File: config.mk
export PLATFORM = sky130hd
export DESIGN_NAME = xorshift16_ranged_random
export DESIGN_NICKNAME = d
export VERILOG_FILES = /design/src/xsr_pkg.sv /design/src/xsr_datapath.sv /design/src/xsr_ctrl.sv /design/src/xorshift16_ranged_random.sv
export SDC_FILE = /design/constraint.sdc
export NUM_CORES = 1
export LEC_CHECK = 0
export BUFFER_PORTS_ARGS = -buffer_cell sky130_fd_sc_hd__buf_2
export CORE_MARGIN = 2
export CORE_UTILIZATION = 51
export CTS_BUF_LIST = sky130_fd_sc_hd__clkbuf_8
export CTS_CLUSTER_SIZE = 30
export DETAILED_ROUTE_END_ITERATION = 8
export PLACE_DENSITY = 0.67
export SYNTH_ARGS = -nofsm -noshare
export SYNTH_HDL_FRONTEND = slang
export SYNTH_SLANG_ARGS = --single-unit
File: constraint.sdc
create_clock -name clk -period 3.5 [get_ports clk]
set_input_delay 0.175 -clock clk [delete_from_list [all_inputs] [get_ports clk]]
set_output_delay 0.175 -clock clk [all_outputs]
set_load 0.01 [all_outputs]
File: src/xsr_pkg.sv
// ----------------------------------------------------------------------------
// xsr_pkg
// types, codes and helpers of the ranged xorshift16 generator
// ----------------------------------------------------------------------------
package xsr_pkg;

	localparam int unsigned SHIFT_A = 7;
	localparam int unsigned SHIFT_B = 9;
	localparam int unsigned SHIFT_C = 8;

	typedef enum logic [1:0] {
		REQ_SEED = 2'd0,
		REQ_RAW  = 2'd1,
		REQ_MOD  = 2'd2,
		REQ_MASK = 2'd3
	} xsr_req_type_t;

	typedef struct packed {
		xsr_req_type_t req_type;
		logic [15:0]   seed_value;
		logic [7:0]    bound;
		logic [3:0]    bit_count;
	} xsr_req_t;

	typedef struct packed {
		logic [15:0] value;
		logic        bad_bound;
	} xsr_rsp_t;

	typedef struct packed {
		logic load;
		logic step;
		logic div;
		logic out_load;
	} xsr_cmd_t;

	typedef struct packed {
		logic need_div;
	} xsr_sts_t;

	function automatic logic [7:0] mask_for(input logic [3:0] n);
		logic [7:0] m;
		case (n)
			4'd0, 4'd1: m = 8'h01;
			4'd2:       m = 8'h03;
			4'd3:       m = 8'h07;
			4'd4:       m = 8'h0f;
			4'd5:       m = 8'h1f;
			4'd6:       m = 8'h3f;
			4'd7:       m = 8'h7f;
			default:    m = 8'hff;
		endcase
		return m;
	endfunction

endpackage

File: src/xsr_datapath.sv
// ----------------------------------------------------------------------------
// xsr_datapath
// generator state, xorshift step, restoring remainder unit, result register
// ----------------------------------------------------------------------------
module xsr_datapath (
	input  logic             clk,
	input  logic             arst_n,
	input  xsr_pkg::xsr_req_t req,
	input  xsr_pkg::xsr_cmd_t cmd,
	output xsr_pkg::xsr_sts_t sts,
	output xsr_pkg::xsr_rsp_t rsp
);
	import xsr_pkg::*;

	xsr_req_t    item_q;
	logic [15:0] gen_q;
	logic [7:0]  rem_q;
	logic [7:0]  dvd_q;
	xsr_rsp_t    res_q;
	xsr_rsp_t    out_q;

	logic [15:0] s1, s2, s3;
	logic [15:0] nxt_state;
	logic [7:0]  low;
	logic [8:0]  trial;
	logic [8:0]  diff;
	logic [7:0]  rem_nxt;
	xsr_rsp_t    res_nxt;

	always_comb begin
		s1 = gen_q ^ (gen_q << SHIFT_A);
		s2 = s1 ^ (s1 >> SHIFT_B);
		s3 = s2 ^ (s2 << SHIFT_C);
		nxt_state = (item_q.req_type == REQ_SEED) ? item_q.seed_value : s3;
		low = nxt_state[7:0];
	end

	always_comb begin
		trial = {rem_q, dvd_q[7]};
		diff = trial - {1'b0, item_q.bound};
		rem_nxt = (trial >= {1'b0, item_q.bound}) ? diff[7:0] : trial[7:0];
	end

	always_comb begin
		res_nxt = '0;
		case (item_q.req_type)
			REQ_SEED: res_nxt.value = item_q.seed_value;
			REQ_RAW:  res_nxt.value = nxt_state;
			REQ_MOD:  res_nxt.bad_bound = (item_q.bound == 8'd0);
			REQ_MASK: res_nxt.value = {8'h00, low & mask_for(item_q.bit_count)};
			default:  res_nxt = '0;
		endcase
	end

	assign sts.need_div = (item_q.req_type == REQ_MOD) && (item_q.bound != 8'd0);
	assign rsp = out_q;

	// generator state
	always_ff @(posedge clk or negedge arst_n) begin
		if (!arst_n) begin
			gen_q <= '0;
		end else if (cmd.step) begin
			gen_q <= nxt_state;
		end
	end

	always_ff @(posedge clk) begin
		if (cmd.load) begin
			item_q <= req;
		end
		if (cmd.step) begin
			res_q <= res_nxt;
			rem_q <= '0;
			dvd_q <= low;
		end else if (cmd.div) begin
			rem_q <= rem_nxt;
			dvd_q <= {dvd_q[6:0], 1'b0};
		end
		if (cmd.out_load) begin
			if (sts.need_div) begin
				out_q <= '{value: {8'h00, rem_q}, bad_bound: 1'b0};
			end else begin
				out_q <= res_q;
			end
		end
	end

endmodule

File: src/xsr_ctrl.sv
// ----------------------------------------------------------------------------
// xsr_ctrl
// request sequencer: accept, step, remainder iterations, result hand-off
// ----------------------------------------------------------------------------
module xsr_ctrl (
	input  logic              clk,
	input  logic              arst_n,
	input  logic              req_valid,
	output logic              req_stall,
	output logic              rsp_valid,
	input  logic              rsp_stall,
	input  xsr_pkg::xsr_sts_t sts,
	output xsr_pkg::xsr_cmd_t cmd
);
	import xsr_pkg::*;

	typedef enum logic [1:0] {
		S_IDLE,
		S_STEP,
		S_DIV,
		S_DONE
	} state_t;

	state_t     state_q;
	logic [2:0] cnt_q;
	logic       out_valid_q;
	logic       out_free;

	assign out_free = !out_valid_q || !rsp_stall;
	assign req_stall = (state_q != S_IDLE);
	assign rsp_valid = out_valid_q;

	always_comb begin
		cmd.load = (state_q == S_IDLE) && req_valid;
		cmd.step = (state_q == S_STEP);
		cmd.div = (state_q == S_DIV);
		cmd.out_load = (state_q == S_DONE) && out_free;
	end

	always_ff @(posedge clk or negedge arst_n) begin
		if (!arst_n) begin
			state_q <= S_IDLE;
			cnt_q <= '0;
			out_valid_q <= 1'b0;
		end else begin
			if (cmd.out_load) begin
				out_valid_q <= 1'b1;
			end else if (!rsp_stall) begin
				out_valid_q <= 1'b0;
			end
			case (state_q)
				S_IDLE: begin
					if (req_valid) begin
						state_q <= S_STEP;
					end
				end
				S_STEP: begin
					cnt_q <= '0;
					state_q <= sts.need_div ? S_DIV : S_DONE;
				end
				S_DIV: begin
					cnt_q <= cnt_q + 3'd1;
					if (cnt_q == 3'd7) begin
						state_q <= S_DONE;
					end
				end
				S_DONE: begin
					if (out_free) begin
						state_q <= S_IDLE;
					end
				end
				default: state_q <= S_IDLE;
			endcase
		end
	end

endmodule

File: src/xorshift16_ranged_random.sv
// ----------------------------------------------------------------------------
// xorshift16_ranged_random
// 16-bit xorshift (7, 9, 8) generator with reseed, raw, modulo and mask requests
// ----------------------------------------------------------------------------
// channel  direction  handshake            beat
// req      in         req_valid/req_stall  req_type, seed_value, bound, bit_count
// rsp      out        rsp_valid/rsp_stall  value, bad_bound
//
// one request at a time: an accepted request is registered, then stepped into
// the result register; a modulo request with a nonzero bound then runs 8
// restoring remainder steps; rsp_valid rises once the result is loaded
// req_stall is high from accept until the result enters the output register
// a waiting result does not block the next accept; a stalled rsp holds it
// reset clears the generator state to zero and drops rsp_valid
// ----------------------------------------------------------------------------
module xorshift16_ranged_random (
	input  logic              clk,
	input  logic              arst_n,
	input  logic              req_valid,
	output logic              req_stall,
	input  xsr_pkg::xsr_req_t req,
	output logic              rsp_valid,
	input  logic              rsp_stall,
	output xsr_pkg::xsr_rsp_t rsp
);
	import xsr_pkg::*;

	xsr_cmd_t cmd;
	xsr_sts_t sts;

	xsr_ctrl u_ctrl (
		.clk       (clk),
		.arst_n    (arst_n),
		.req_valid (req_valid),
		.req_stall (req_stall),
		.rsp_valid (rsp_valid),
		.rsp_stall (rsp_stall),
		.sts       (sts),
		.cmd       (cmd)
	);

	xsr_datapath u_dp (
		.clk    (clk),
		.arst_n (arst_n),
		.req    (req),
		.cmd    (cmd),
		.sts    (sts),
		.rsp    (rsp)
	);

endmodule

==> results.py, run 1 <==
metrics = {
    "grt": {
        "overflow": 0,
        "grt_pass1_wl_um": 17600,
        "grt_max_degree": 52,
        "antenna_found_initial": 0,
        "grt_util_all_layers_pct": 20.7,
        "grt_pass1_vias": 3515,
    },
    "clock_network": {
        "cts_buffer_depth": 2,
        "cts_tree": "done",
        "clock-sinks": 108,
        "cts_hold_buf": 31,
        "root_buffer": "clkbuf_8",
        "htreeDepth": 3,
        "path_clk_slew_ps": 100,
        "cts-resized-gates": 0,
        "clk_latency_ps": 380,
        "cts-buffers-inserted": 9,
        "postCtsSetupBuffers": 0,
    },
    "placed_design": {
        "dp_hpwl_um": 7260,
        "gp_congestion": 0.847,
        "portBuffers": 52,
    },
    "floorplan": {
        "rows": 36,
        "die_y_um": 105,
        "io-pin-count": 53,
        "die_area_um2": 11000,
        "core_area_um2": 9820,
        "start_util_pct": 53.0,
        "die_w_um": 105,
    },
    "setup_path": {
        "end_kind": "register",
        "path_class": "reg -> reg",
        "path_max_fanout": 11,
        "cp.arrival_ps": 2820,
        "start_kind": "register",
        "cpMaxStageDelayCell": "nor3_1",
        "cp_slowest_stage_delay_ps": 840,
        "crit_required_ps": 3820,
        "critical_path.cell_chain": "inv_1, ha_1, nand3_1, nor3_1, or2_0, a31o_2",
        "critPathTopFamily": "simple AND/OR/NAND/NOR gates",
        "crit_buf_inv": 1,
    },
    "yosys": {
        "yosysUniqueCellTypes": 64,
        "synth_nets": 496,
        "synth_area_um2": 5200,
        "ys_warn_count": 0,
        "ys_top_cells_by_count": "72 x edfxtp_1, 36 x nor2_1, 27 x inv_1, 27 x nand2_1, 22 x dfrtp_1",
        "synth_flop_cell": "edfxtp_1",
        "ys_seq_elements": 108,
        "synth_top_area_cell": "edfxtp_1",
        "synth_area_leaders": "edfxtp_1 42%, dfrtp_1 11%, dfxtp_1 5.4%",
        "synth.top_cell.area_share_pct": 41.6,
        "synth_edf_count": 72,
        "yosysMostFrequentCell": "edfxtp_1",
        "synthArstFlopShare_pct": 20.4,
        "avgSynthCellArea_um2": 11.7,
        "synth_cells": 446,
        "seq_area_frac_synth_pct": 57.5,
    },
    "sta": {
        "finClkSkew_ps": 9.56,
        "fin_setup_tns_ps": 0,
        "worst_pin_slew_ps": 1090,
        "finalCritPeriodShare_pct": 71.5,
        "maxSlewHeadroom_pct": 26.9,
        "setup_violations": 0,
        "finalHoldViolCount": 0,
        "fmax_ghz": 0.399,
        "slew_violations": 0,
        "finalCriticalPeriod_ps": 2500,
        "rsz0062_at_grt": "false",
    },
    "routing": {
        "drtIter0Drc": 187,
        "wire_per_inst_um": 16.2,
        "vias_per_cell": 5.49,
        "drcViolationCount": 0,
        "vias": 3607,
        "drt-pass1-iter-count": 5,
        "wl_um": 10700,
        "drtAntennaViolNets": 0,
    },
    "worst_hold_path": {
        "hold_class": "in -> reg",
    },
    "finish": {
        "area_growth_pct": 16.7,
        "fin_nets": 569,
        "layout-drive-gt1-share_pct": 17.0,
        "diodes": 0,
    },
    "pwr": {
        "power_w": 0.00587,
        "intPower_w": 0.00356,
        "clkPwrFrac_pct": 14.1,
        "seq_power_share_pct": 39.1,
        "p_comb_share_pct": 46.9,
        "power.share.switching_pct": 39.4,
        "leakagePower_nw": 2.41,
        "ir_worst_vdd_mv": 0.538,
        "switchingPower_w": 0.00231,
        "p_per_area_nw_per_um2": 967,
    },
    "run_status": {
        "status": "complete, no violations",
    },
    "flow_run": {
        "maxCapViolCount": 0,
    },
}
==> power groups by stage <==
stage | Combinational [W] | Clock (W) | Sequential, W
CTS | 0.00276 | 0.000845 | 0.00229
detailed placement | 0.00272 | 0 | 0.00232
global route | 0.00306 | 0.000891 | 0.00235
global placement | 0.00264 | 0 | 0.00230
floorplan | 0.00216 | 0 | 0.00224
finish | 0.00275 | 0.000825 | 0.00229
==> per-stage QoR <==
stage | instances | instance area, µm² | worst slack (ps) | hold WS, ps | utilization [%]
4_1_cts | 657 | 6070 | 1060 | 30.7 | 61.8
6_report | 657 | 6070 | 996 | 42.1 | 61.8
5_1_grt | 657 | 6070 | 764 | 40.3 | 61.8
2_1_floorplan | 446 | 5200 | 1190 | -121 | -
3_5_place_dp | 610 | 5550 | 1090 | 193 | 56.5
3_3_place_gp | 610 | 5550 | 1200 | 189 | 56.5
==> cell type report <==
cell class,instances,area [µm²]
multi-input cells,285,1990
well taps,133,166
clock buffers,9,124
repair buffers,87,601
inverters,28,105
flip-flops and latches,108,2990
clock inverters,7,90.1
fillers,842,3750
==> worst paths after layout <==
check | slack, ps | to | start | depth (start not counted)
max | 1000 | u_dp.rem_q[5] | u_dp.item_q[10] | 6
min | 40 | u_ctrl.rsp_valid | rsp_stall | 2
max reg2reg | 1000 | u_dp.rem_q[5] | u_dp.item_q[10] | 6
min reg2reg | 530 | u_dp.dvd_q[3] | u_dp.dvd_q[2] | 1
max in group asynchronous | 2810 | u_dp.gen_q[15] | arst_n | 2
min in group asynchronous | 310 | u_ctrl.rsp_valid | arst_n | 2
==> sequential cells by signal, indices dropped and copies added (netlist names), named ones only <==
register,flops
u_dp.dvd_q,8
u_ctrl.state_q,2
u_dp.gen_q,16
u_ctrl.rsp_valid,1
u_ctrl.cnt_q,3
u_dp.rem_q,8
u_dp.rsp,17
u_dp.item_q,30
u_dp.res_q,17
==> cells by family (layout without fill, tap and decap cells) <==
logic type / count (synthesis) / in the layout / synth area share (%)
AND/OR/NAND/NOR: 110 / 110 / 10.1
AO/OA/AOI/OAI: 108 / 108 / 14.3
flip-flops: 108 / 108 / 57.5
buffers and inverters: 53 / 131 / 4.31
XOR/XNOR: 33 / 33 / 6.11
multiplexers: 18 / 18 / 3.68
adder cells (fa/ha/maj): 16 / 16 / 3.99
==> placed cells by master (no fill, tap or decap), types with 4 or more instances in the layout <==
cell type,instances
o22ai_1,6
mux2i_1,9
nor2b_1,6
a21oi_1,18
nor3_1,7
xnor2_1,16
nand2_1,27
edfxtp_1,72
nand3_1,11
buf_2,52
nor2_1,36
o21a_1,10
a21o_1,4
o211ai_1,8
inv_1,28
ha_1,14
clkbuf_8,9
mux2_2,9
o21ai_0,21
and2b_1,4
nand2b_1,7
o31ai_1,6
buf_4,4
xor2_1,14
dfrtp_1,22
dlygate4sd3_1,31
dfxtp_1,14
==> layer usage <==
| layer | part of all wire (%) | track usage (%) | vias up |
|---|---|---|---|
| met5 | 0 | 0 | - |
| met4 | 1.6 | 6.76 | 0 |
| met3 | 4.6 | 4.99 | 12 |
| met2 | 49 | 33.4 | 101 |
| met1 | 45 | 27.6 | 1746 |
| li1 | - | - | 1748 |
==> worst reg2reg max path, cell delays in order, from the launching register on <==
cell	delay [ps]
edfxtp_1	360
inv_1	50
ha_1	430
nand3_1	150
nor3_1	840
or2_0	400
a31o_2	210
(Power assumes the default switching activity.)
==> run 2: changes to the inputs <==
--- a/config.mk
+++ b/config.mk
@@ -5,13 +5,14 @@
 export SDC_FILE = /design/constraint.sdc
 export NUM_CORES = 1
 export LEC_CHECK = 0
+export ABC_AREA = 1
 export BUFFER_PORTS_ARGS = -buffer_cell sky130_fd_sc_hd__buf_2
 export CORE_MARGIN = 2
 export CORE_UTILIZATION = 51
 export CTS_BUF_LIST = sky130_fd_sc_hd__clkbuf_8
 export CTS_CLUSTER_SIZE = 30
 export DETAILED_ROUTE_END_ITERATION = 8
-export PLACE_DENSITY = 0.67
+export PLACE_DENSITY = 0.69
 export SYNTH_ARGS = -nofsm -noshare
 export SYNTH_HDL_FRONTEND = slang
 export SYNTH_SLANG_ARGS = --single-unit
==> constraint.sdc (replaced) <==
create_clock -name clk -period 2.3 [get_ports clk]
set_input_delay 0.115 -clock clk [delete_from_list [all_inputs] [get_ports clk]]
set_output_delay 0.115 -clock clk [all_outputs]
set_load 0.01 [all_outputs]
==> results.py, run 2 <==
metrics = {
    "run_status": {
        "status": "complete, no violations",
    },
    "grt": {
        "antenna_found_initial": 0,
        "grt_max_degree": 44,
        "grt_pass1_vias": 3470,
        "grt_pass1_wl_um": 16800,
        "overflow": 0,
        "grt_util_all_layers_pct": 19.8,
    },
    "clock_network": {
        "path_clk_slew_ps": 100,
        "postCtsSetupBuffers": 0,
        "htreeDepth": 3,
        "cts-resized-gates": 0,
        "cts-buffers-inserted": 9,
        "clk_latency_ps": 370,
        "cts_tree": "done",
        "clock-sinks": 108,
        "root_buffer": "clkbuf_8",
        "cts_buffer_depth": 2,
    },
    "setup_path": {
        "start_kind": "register",
        "cp.arrival_ps": 2110,
        "crit_required_ps": 2550,
        "path_max_fanout": 29,
        "path_class": "reg -> reg",
        "end_kind": "register",
    },
    "floorplan": {
        "io-pin-count": 53,
        "die_w_um": 104,
        "rows": 36,
        "die_y_um": 104,
        "die_area_um2": 10700,
        "core_area_um2": 9680,
        "start_util_pct": 52.3,
    },
    "yosys": {
        "ys_warn_count": 0,
        "ys_top_cells_by_count": "118 x nand2_1, 72 x edfxtp_1, 60 x inv_1",
        "synth_area_um2": 5060,
        "yosysMostFrequentCell": "nand2_1",
        "synth_nets": 551,
        "synth_edf_count": 72,
        "synth_area_leaders": "edfxtp_1 43%, dfrtp_1 11%, nand2_1 8.7%",
        "synth.top_cell.area_share_pct": 42.7,
        "synth_flop_cell": "edfxtp_1",
        "synth_top_area_cell": "edfxtp_1",
        "avgSynthCellArea_um2": 10.1,
        "ys_seq_elements": 108,
        "seq_area_frac_synth_pct": 59.1,
        "synth_cells": 501,
        "yosysUniqueCellTypes": 43,
        "synthArstFlopShare_pct": 20.4,
    },
    "sta": {
        "setup_violations": 0,
        "slew_violations": 0,
        "maxSlewHeadroom_pct": 54.0,
        "finalCritPeriodShare_pct": 81.1,
        "rsz0062_at_grt": "false",
        "whs_ps": 249,
        "finalCriticalPeriod_ps": 1870,
        "worst_pin_slew_ps": 689,
        "fin_setup_tns_ps": 0,
        "worst_slack_ps": 434,
        "finClkSkew_ps": 11.1,
        "fmax_ghz": 0.536,
        "finalHoldViolCount": 0,
    },
    "routing": {
        "drtIter0Drc": 251,
        "drt-pass1-iter-count": 5,
        "drtAntennaViolNets": 0,
        "vias": 3630,
        "wl_um": 10100,
        "drcViolationCount": 0,
        "vias_per_cell": 4.99,
        "wire_per_inst_um": 13.8,
    },
    "finish": {
        "final_common_cell": "nand2_1",
        "layout-drive-gt1-share_pct": 16.2,
        "regMostFlops": "u_dp.item_q",
        "diodes": 0,
        "final_cell_mix": "118 x nand2_1, 72 x edfxtp_1, 61 x inv_1",
        "fill_cells": 817,
        "area_growth_pct": 17.6,
        "seq_area_um2": 2990,
        "largest_register_ffs": 30,
        "fin_nets": 639,
        "multi_input_area_um2": 1740,
    },
    "pwr": {
        "seq_power_share_pct": 42.8,
        "power.share.switching_pct": 39.9,
        "clkPwrFrac_pct": 14.6,
        "leakagePower_nw": 2.64,
        "ir_worst_vdd_mv": 0.515,
        "intPower_w": 0.00467,
        "switchingPower_w": 0.00310,
        "p_per_area_nw_per_um2": 1300,
        "p_comb_share_pct": 42.6,
    },
    "placed_design": {
        "gp_congestion": 0.889,
        "dp_slack_ps": 489,
        "dp_hpwl_um": 7150,
        "portBuffers": 52,
    },
    "worst_hold_path": {
        "hold_class": "in -> async",
    },
    "flow_run": {
        "maxCapViolCount": 0,
    },
}
run 2: cell count changes after synthesis, moves of 8 or more:
cell / change
a21oi_1: +8
clkbuf_1: -13
inv_1: +33
mux2_2: -9
nand2_1: +91
nand3_1: +17
nor2_1: -9
o21a_1: -9
xnor2_1: -11
run 2: path summary, 6_finish.rpt:
kind	start	to	slack [ps]	cells past startpoint
max	u_dp.item_q[28]	u_dp.dvd_q[2]	430	7
min	arst_n	u_dp.gen_q[3]	250	2
max reg2reg	u_dp.item_q[28]	u_dp.dvd_q[2]	430	7
min reg2reg	u_ctrl.cnt_q[0]	u_ctrl.cnt_q[0]	480	1
max in group asynchronous	arst_n	u_dp.gen_q[0]	1680	2
min in group clk	req_valid	register	270	4
run 2: worst max-delay path, cell delays in order, from the launching register on:
cell,delay (ps)
edfxtp_1,540
inv_4,140
nand2_4,110
inv_2,370
nand2_1,140
o21a_1,150
or2_4,240
nand2_2,50
run 2: metrics by stage:
step                util (%)  total power (W)  cell area [µm²]  cells
floorplan                  -          0.00578             5060    501
finish                  61.5          0.00777             5960    727
detailed placement      56.2          0.00661             5440    679
global route            61.5          0.00837             5960    727
CTS                     61.5          0.00778             5960    727
global placement        56.2          0.00651             5440    679
run 2: area by class of cell:
cell class              count  area share (%)
clock buffers               9            2.08
clock inverters             7            1.13
inverters                  66            4.20
multi-input cells         315            29.2
well taps                 133            2.79
repair buffers             89            10.4
flip-flops and latches    108            50.3
run 2: cells by family (layout without fill, tap and decap cells):
family                     Yosys count  in the layout  synth area share (%)
AOI/OAI and AO/OA                   81             81                  8.82
xor gates and xnor gates            18             18                  3.85
adders and majority gates           16             16                  4.10
buffers and inverters               78            171                  6.62
DFF                                108            108                  59.1
muxes                                2              2                 0.395
and+or+nand+nor                    198            198                  17.1
run 2: routing by layer:
| layer | global-route usage (%) | up-vias | share of wire (%) |
|---|---|---|---|
| met2 | 31.6 | 104 | 46 |
| met4 | 6.66 | 0 | 1.2 |
| li1 | - | 1841 | - |
| met5 | 0 | - | 0 |
| met1 | 27.6 | 1674 | 47 |
| met3 | 3.59 | 11 | 5.5 |
run 2: repair_timing:
action,in CTS,in global routing
hold endpoints to repair,53,0
setup endpoints to repair,0,0
hold buffers,32,0
run 2: power by group through the flow:
stage | logic [W] | registers, W | clock network (W)
finish | 0.00331 | 0.00332 | 0.00113
global route | 0.00374 | 0.00339 | 0.00123
global placement | 0.00316 | 0.00336 | 0
detailed placement | 0.00323 | 0.00337 | 0
floorplan | 0.00244 | 0.00334 | 0
CTS | 0.00330 | 0.00333 | 0.00116
==> run 3: changes to the inputs <==
--- a/config.mk
+++ b/config.mk
@@ -5,14 +5,14 @@
 export SDC_FILE = /design/constraint.sdc
 export NUM_CORES = 1
 export LEC_CHECK = 0
-export ABC_AREA = 1
+export ABC_AREA = 0
 export BUFFER_PORTS_ARGS = -buffer_cell sky130_fd_sc_hd__buf_2
 export CORE_MARGIN = 2
 export CORE_UTILIZATION = 51
 export CTS_BUF_LIST = sky130_fd_sc_hd__clkbuf_8
 export CTS_CLUSTER_SIZE = 30
 export DETAILED_ROUTE_END_ITERATION = 8
-export PLACE_DENSITY = 0.69
+export PLACE_DENSITY = 0.67
 export SYNTH_ARGS = -nofsm -noshare
 export SYNTH_HDL_FRONTEND = slang
 export SYNTH_SLANG_ARGS = --single-unit
==> constraint.sdc (replaced) <==
create_clock -name clk -period 1.8 [get_ports clk]
set_input_delay 0.09 -clock clk [delete_from_list [all_inputs] [get_ports clk]]
set_output_delay 0.09 -clock clk [all_outputs]
set_load 0.01 [all_outputs]
==> results.py, run 3 (synthesized netlist as in run 1, its figures left out) <==
metrics = {
    "setup_path": {
        "start_kind": "register",
        "crit_required_ps": 2100,
        "r2r_start": "u_dp.item_q[4]",
        "reg2regPathDepth": 7,
        "path_class": "reg -> reg",
        "end_kind": "register",
        "regToRegSetupSlack_ps": -190,
        "cp.arrival_ps": 2290,
        "timing.rr.end": "u_dp.rem_q[6]",
        "path_max_fanout": 4,
    },
    "pwr": {
        "p_per_area_nw_per_um2": 1920,
        "clkPwrFrac_pct": 12.6,
        "switchingPower_w": 0.00508,
        "power_w": 0.0131,
        "seq_power_share_pct": 33.7,
        "intPower_w": 0.00802,
        "ir_worst_vdd_mv": 0.886,
        "p_comb_share_pct": 53.7,
        "leakagePower_nw": 2.77,
        "power.share.switching_pct": 38.8,
    },
    "grt": {
        "grt_pass1_vias": 3755,
        "overflow": 0,
        "grt_pass1_wl_um": 18100,
        "grt_util_all_layers_pct": 21.2,
        "grt_max_degree": 28,
        "antenna_found_initial": 0,
    },
    "sta": {
        "maxSlewHeadroom_pct": 62.2,
        "worst_pin_slew_ps": 567,
        "fmax_ghz": 0.503,
        "setup_violations": 8,
        "finalCritPeriodShare_pct": 110,
        "finalHoldViolCount": 0,
        "slew_violations": 0,
        "finClkSkew_ps": 11.7,
        "rsz0062_at_grt": "true",
        "worst_slack_ps": -188,
        "finalCriticalPeriod_ps": 1990,
    },
    "clock_network": {
        "clk_latency_ps": 380,
        "cts_tree": "done",
        "root_buffer": "clkbuf_8",
        "clock-sinks": 108,
        "path_clk_slew_ps": 100,
        "cts_buffer_depth": 2,
        "htreeDepth": 3,
        "cts-buffers-inserted": 9,
    },
    "floorplan": {
        "io-pin-count": 53,
        "rows": 36,
        "core_area_um2": 9820,
        "die_w_um": 105,
        "start_util_pct": 53.0,
        "die_area_um2": 11000,
        "die_y_um": 105,
    },
    "finish": {
        "fin_nets": 628,
        "final_common_cell": "edfxtp_1",
        "final_area_um2": 6820,
        "diodes": 0,
        "final_cell_mix": "72 x edfxtp_1, 54 x buf_4, 53 x buf_2",
        "final_util_pct": 69.4,
        "layout-drive-gt1-share_pct": 30.9,
        "seq_area_um2": 2990,
        "multi_input_area_um2": 2240,
        "regMostFlops": "u_dp.item_q",
        "area_growth_pct": 31.1,
        "largest_register_ffs": 30,
        "fill_cells": 757,
    },
    "worst_hold_path": {
        "hp-start": "req_valid",
        "hold_class": "in -> reg",
        "whs_path_depth": 4,
    },
    "routing": {
        "vias": 3890,
        "drtAntennaViolNets": 0,
        "vias_per_cell": 5.43,
        "drt-pass1-iter-count": 5,
        "wire_per_inst_um": 16.6,
        "drcViolationCount": 0,
        "wl_um": 11900,
        "drtIter0Drc": 129,
    },
    "placed_design": {
        "dp_slack_ps": -171,
        "gp_congestion": 0.897,
        "dp_hpwl_um": 8000,
        "portBuffers": 52,
        "post_dp_cell_area_um2": 6010,
    },
    "run_status": {
        "violations": "setup timing",
        "status": "complete, but fails checks",
    },
    "flow_run": {
        "maxCapViolCount": 0,
    },
}
## run 3: final cells by class
class	count	share of cell area [%]
inverter	28	1.61
timing repair buffer	145	15.9
clock inverter	6	1.28
clock buffer	10	2.02
tap	133	2.44
sequential	108	43.9
multi-input combinational	286	32.8
## run 3: worst max path at each step
stage / endpoint / startpoint / cells after the start
2_1_floorplan: u_dp.rem_q[2] / u_dp.item_q[10] / 9
3_5_place_dp: u_dp.rem_q[4] / u_dp.item_q[7] / 7
5_1_grt: u_dp.rem_q[6] / u_dp.item_q[4] / 7
6_report: u_dp.rem_q[6] / u_dp.item_q[4] / 7
4_1_cts: u_dp.rem_q[6] / u_dp.item_q[4] / 7
3_3_place_gp: u_dp.rem_q[4] / u_dp.item_q[7] / 7
## run 3: per-stage QoR
stage | hold slack (ps) | cells | setup TNS, ps
final | 87.1 | 716 | -628
after global routing | 87.6 | 716 | -1600
after CTS | 66.0 | 707 | -995
after floorplan | -206 | 446 | -588
after detailed placement | 118 | 658 | -1100
after global placement | 111 | 658 | -594
## run 3: critical path: stages, from the launching register on
cell and delay (ps):
edfxtp_1 440, ha_4 200, fa_2 340, nand2b_4 160, a2111o_1 400, o311ai_2 90
o21ai_1 100, a211oi_1 190
## run 3: power groups by stage
stage	logic (W)	registers, W	clock network, W
floorplan	0.00436	0.00436	0
global placement	0.00615	0.00441	0
detailed placement	0.00630	0.00446	0
CTS	0.00641	0.00440	0.00169
global route	0.00767	0.00451	0.00177
finish	0.00703	0.00441	0.00165
## run 3: timing repair
action	CTS	global route
buffers inserted	1	7
gates cloned	0	3
setup endpoints to repair	12	28
hold buffers	32	0
gates resized for setup	2	38
pin swaps	0	9
endpoints found under the hold margin	56	0
## run 3: metal layers
metal	share of wire, %	up-vias	GRT usage [%]
met5	0	-	0
li1	-	1866	-
met3	4.0	17	2.93
met2	49	92	34.7
met4	2.1	0	9.33
met1	45	1915	28.3
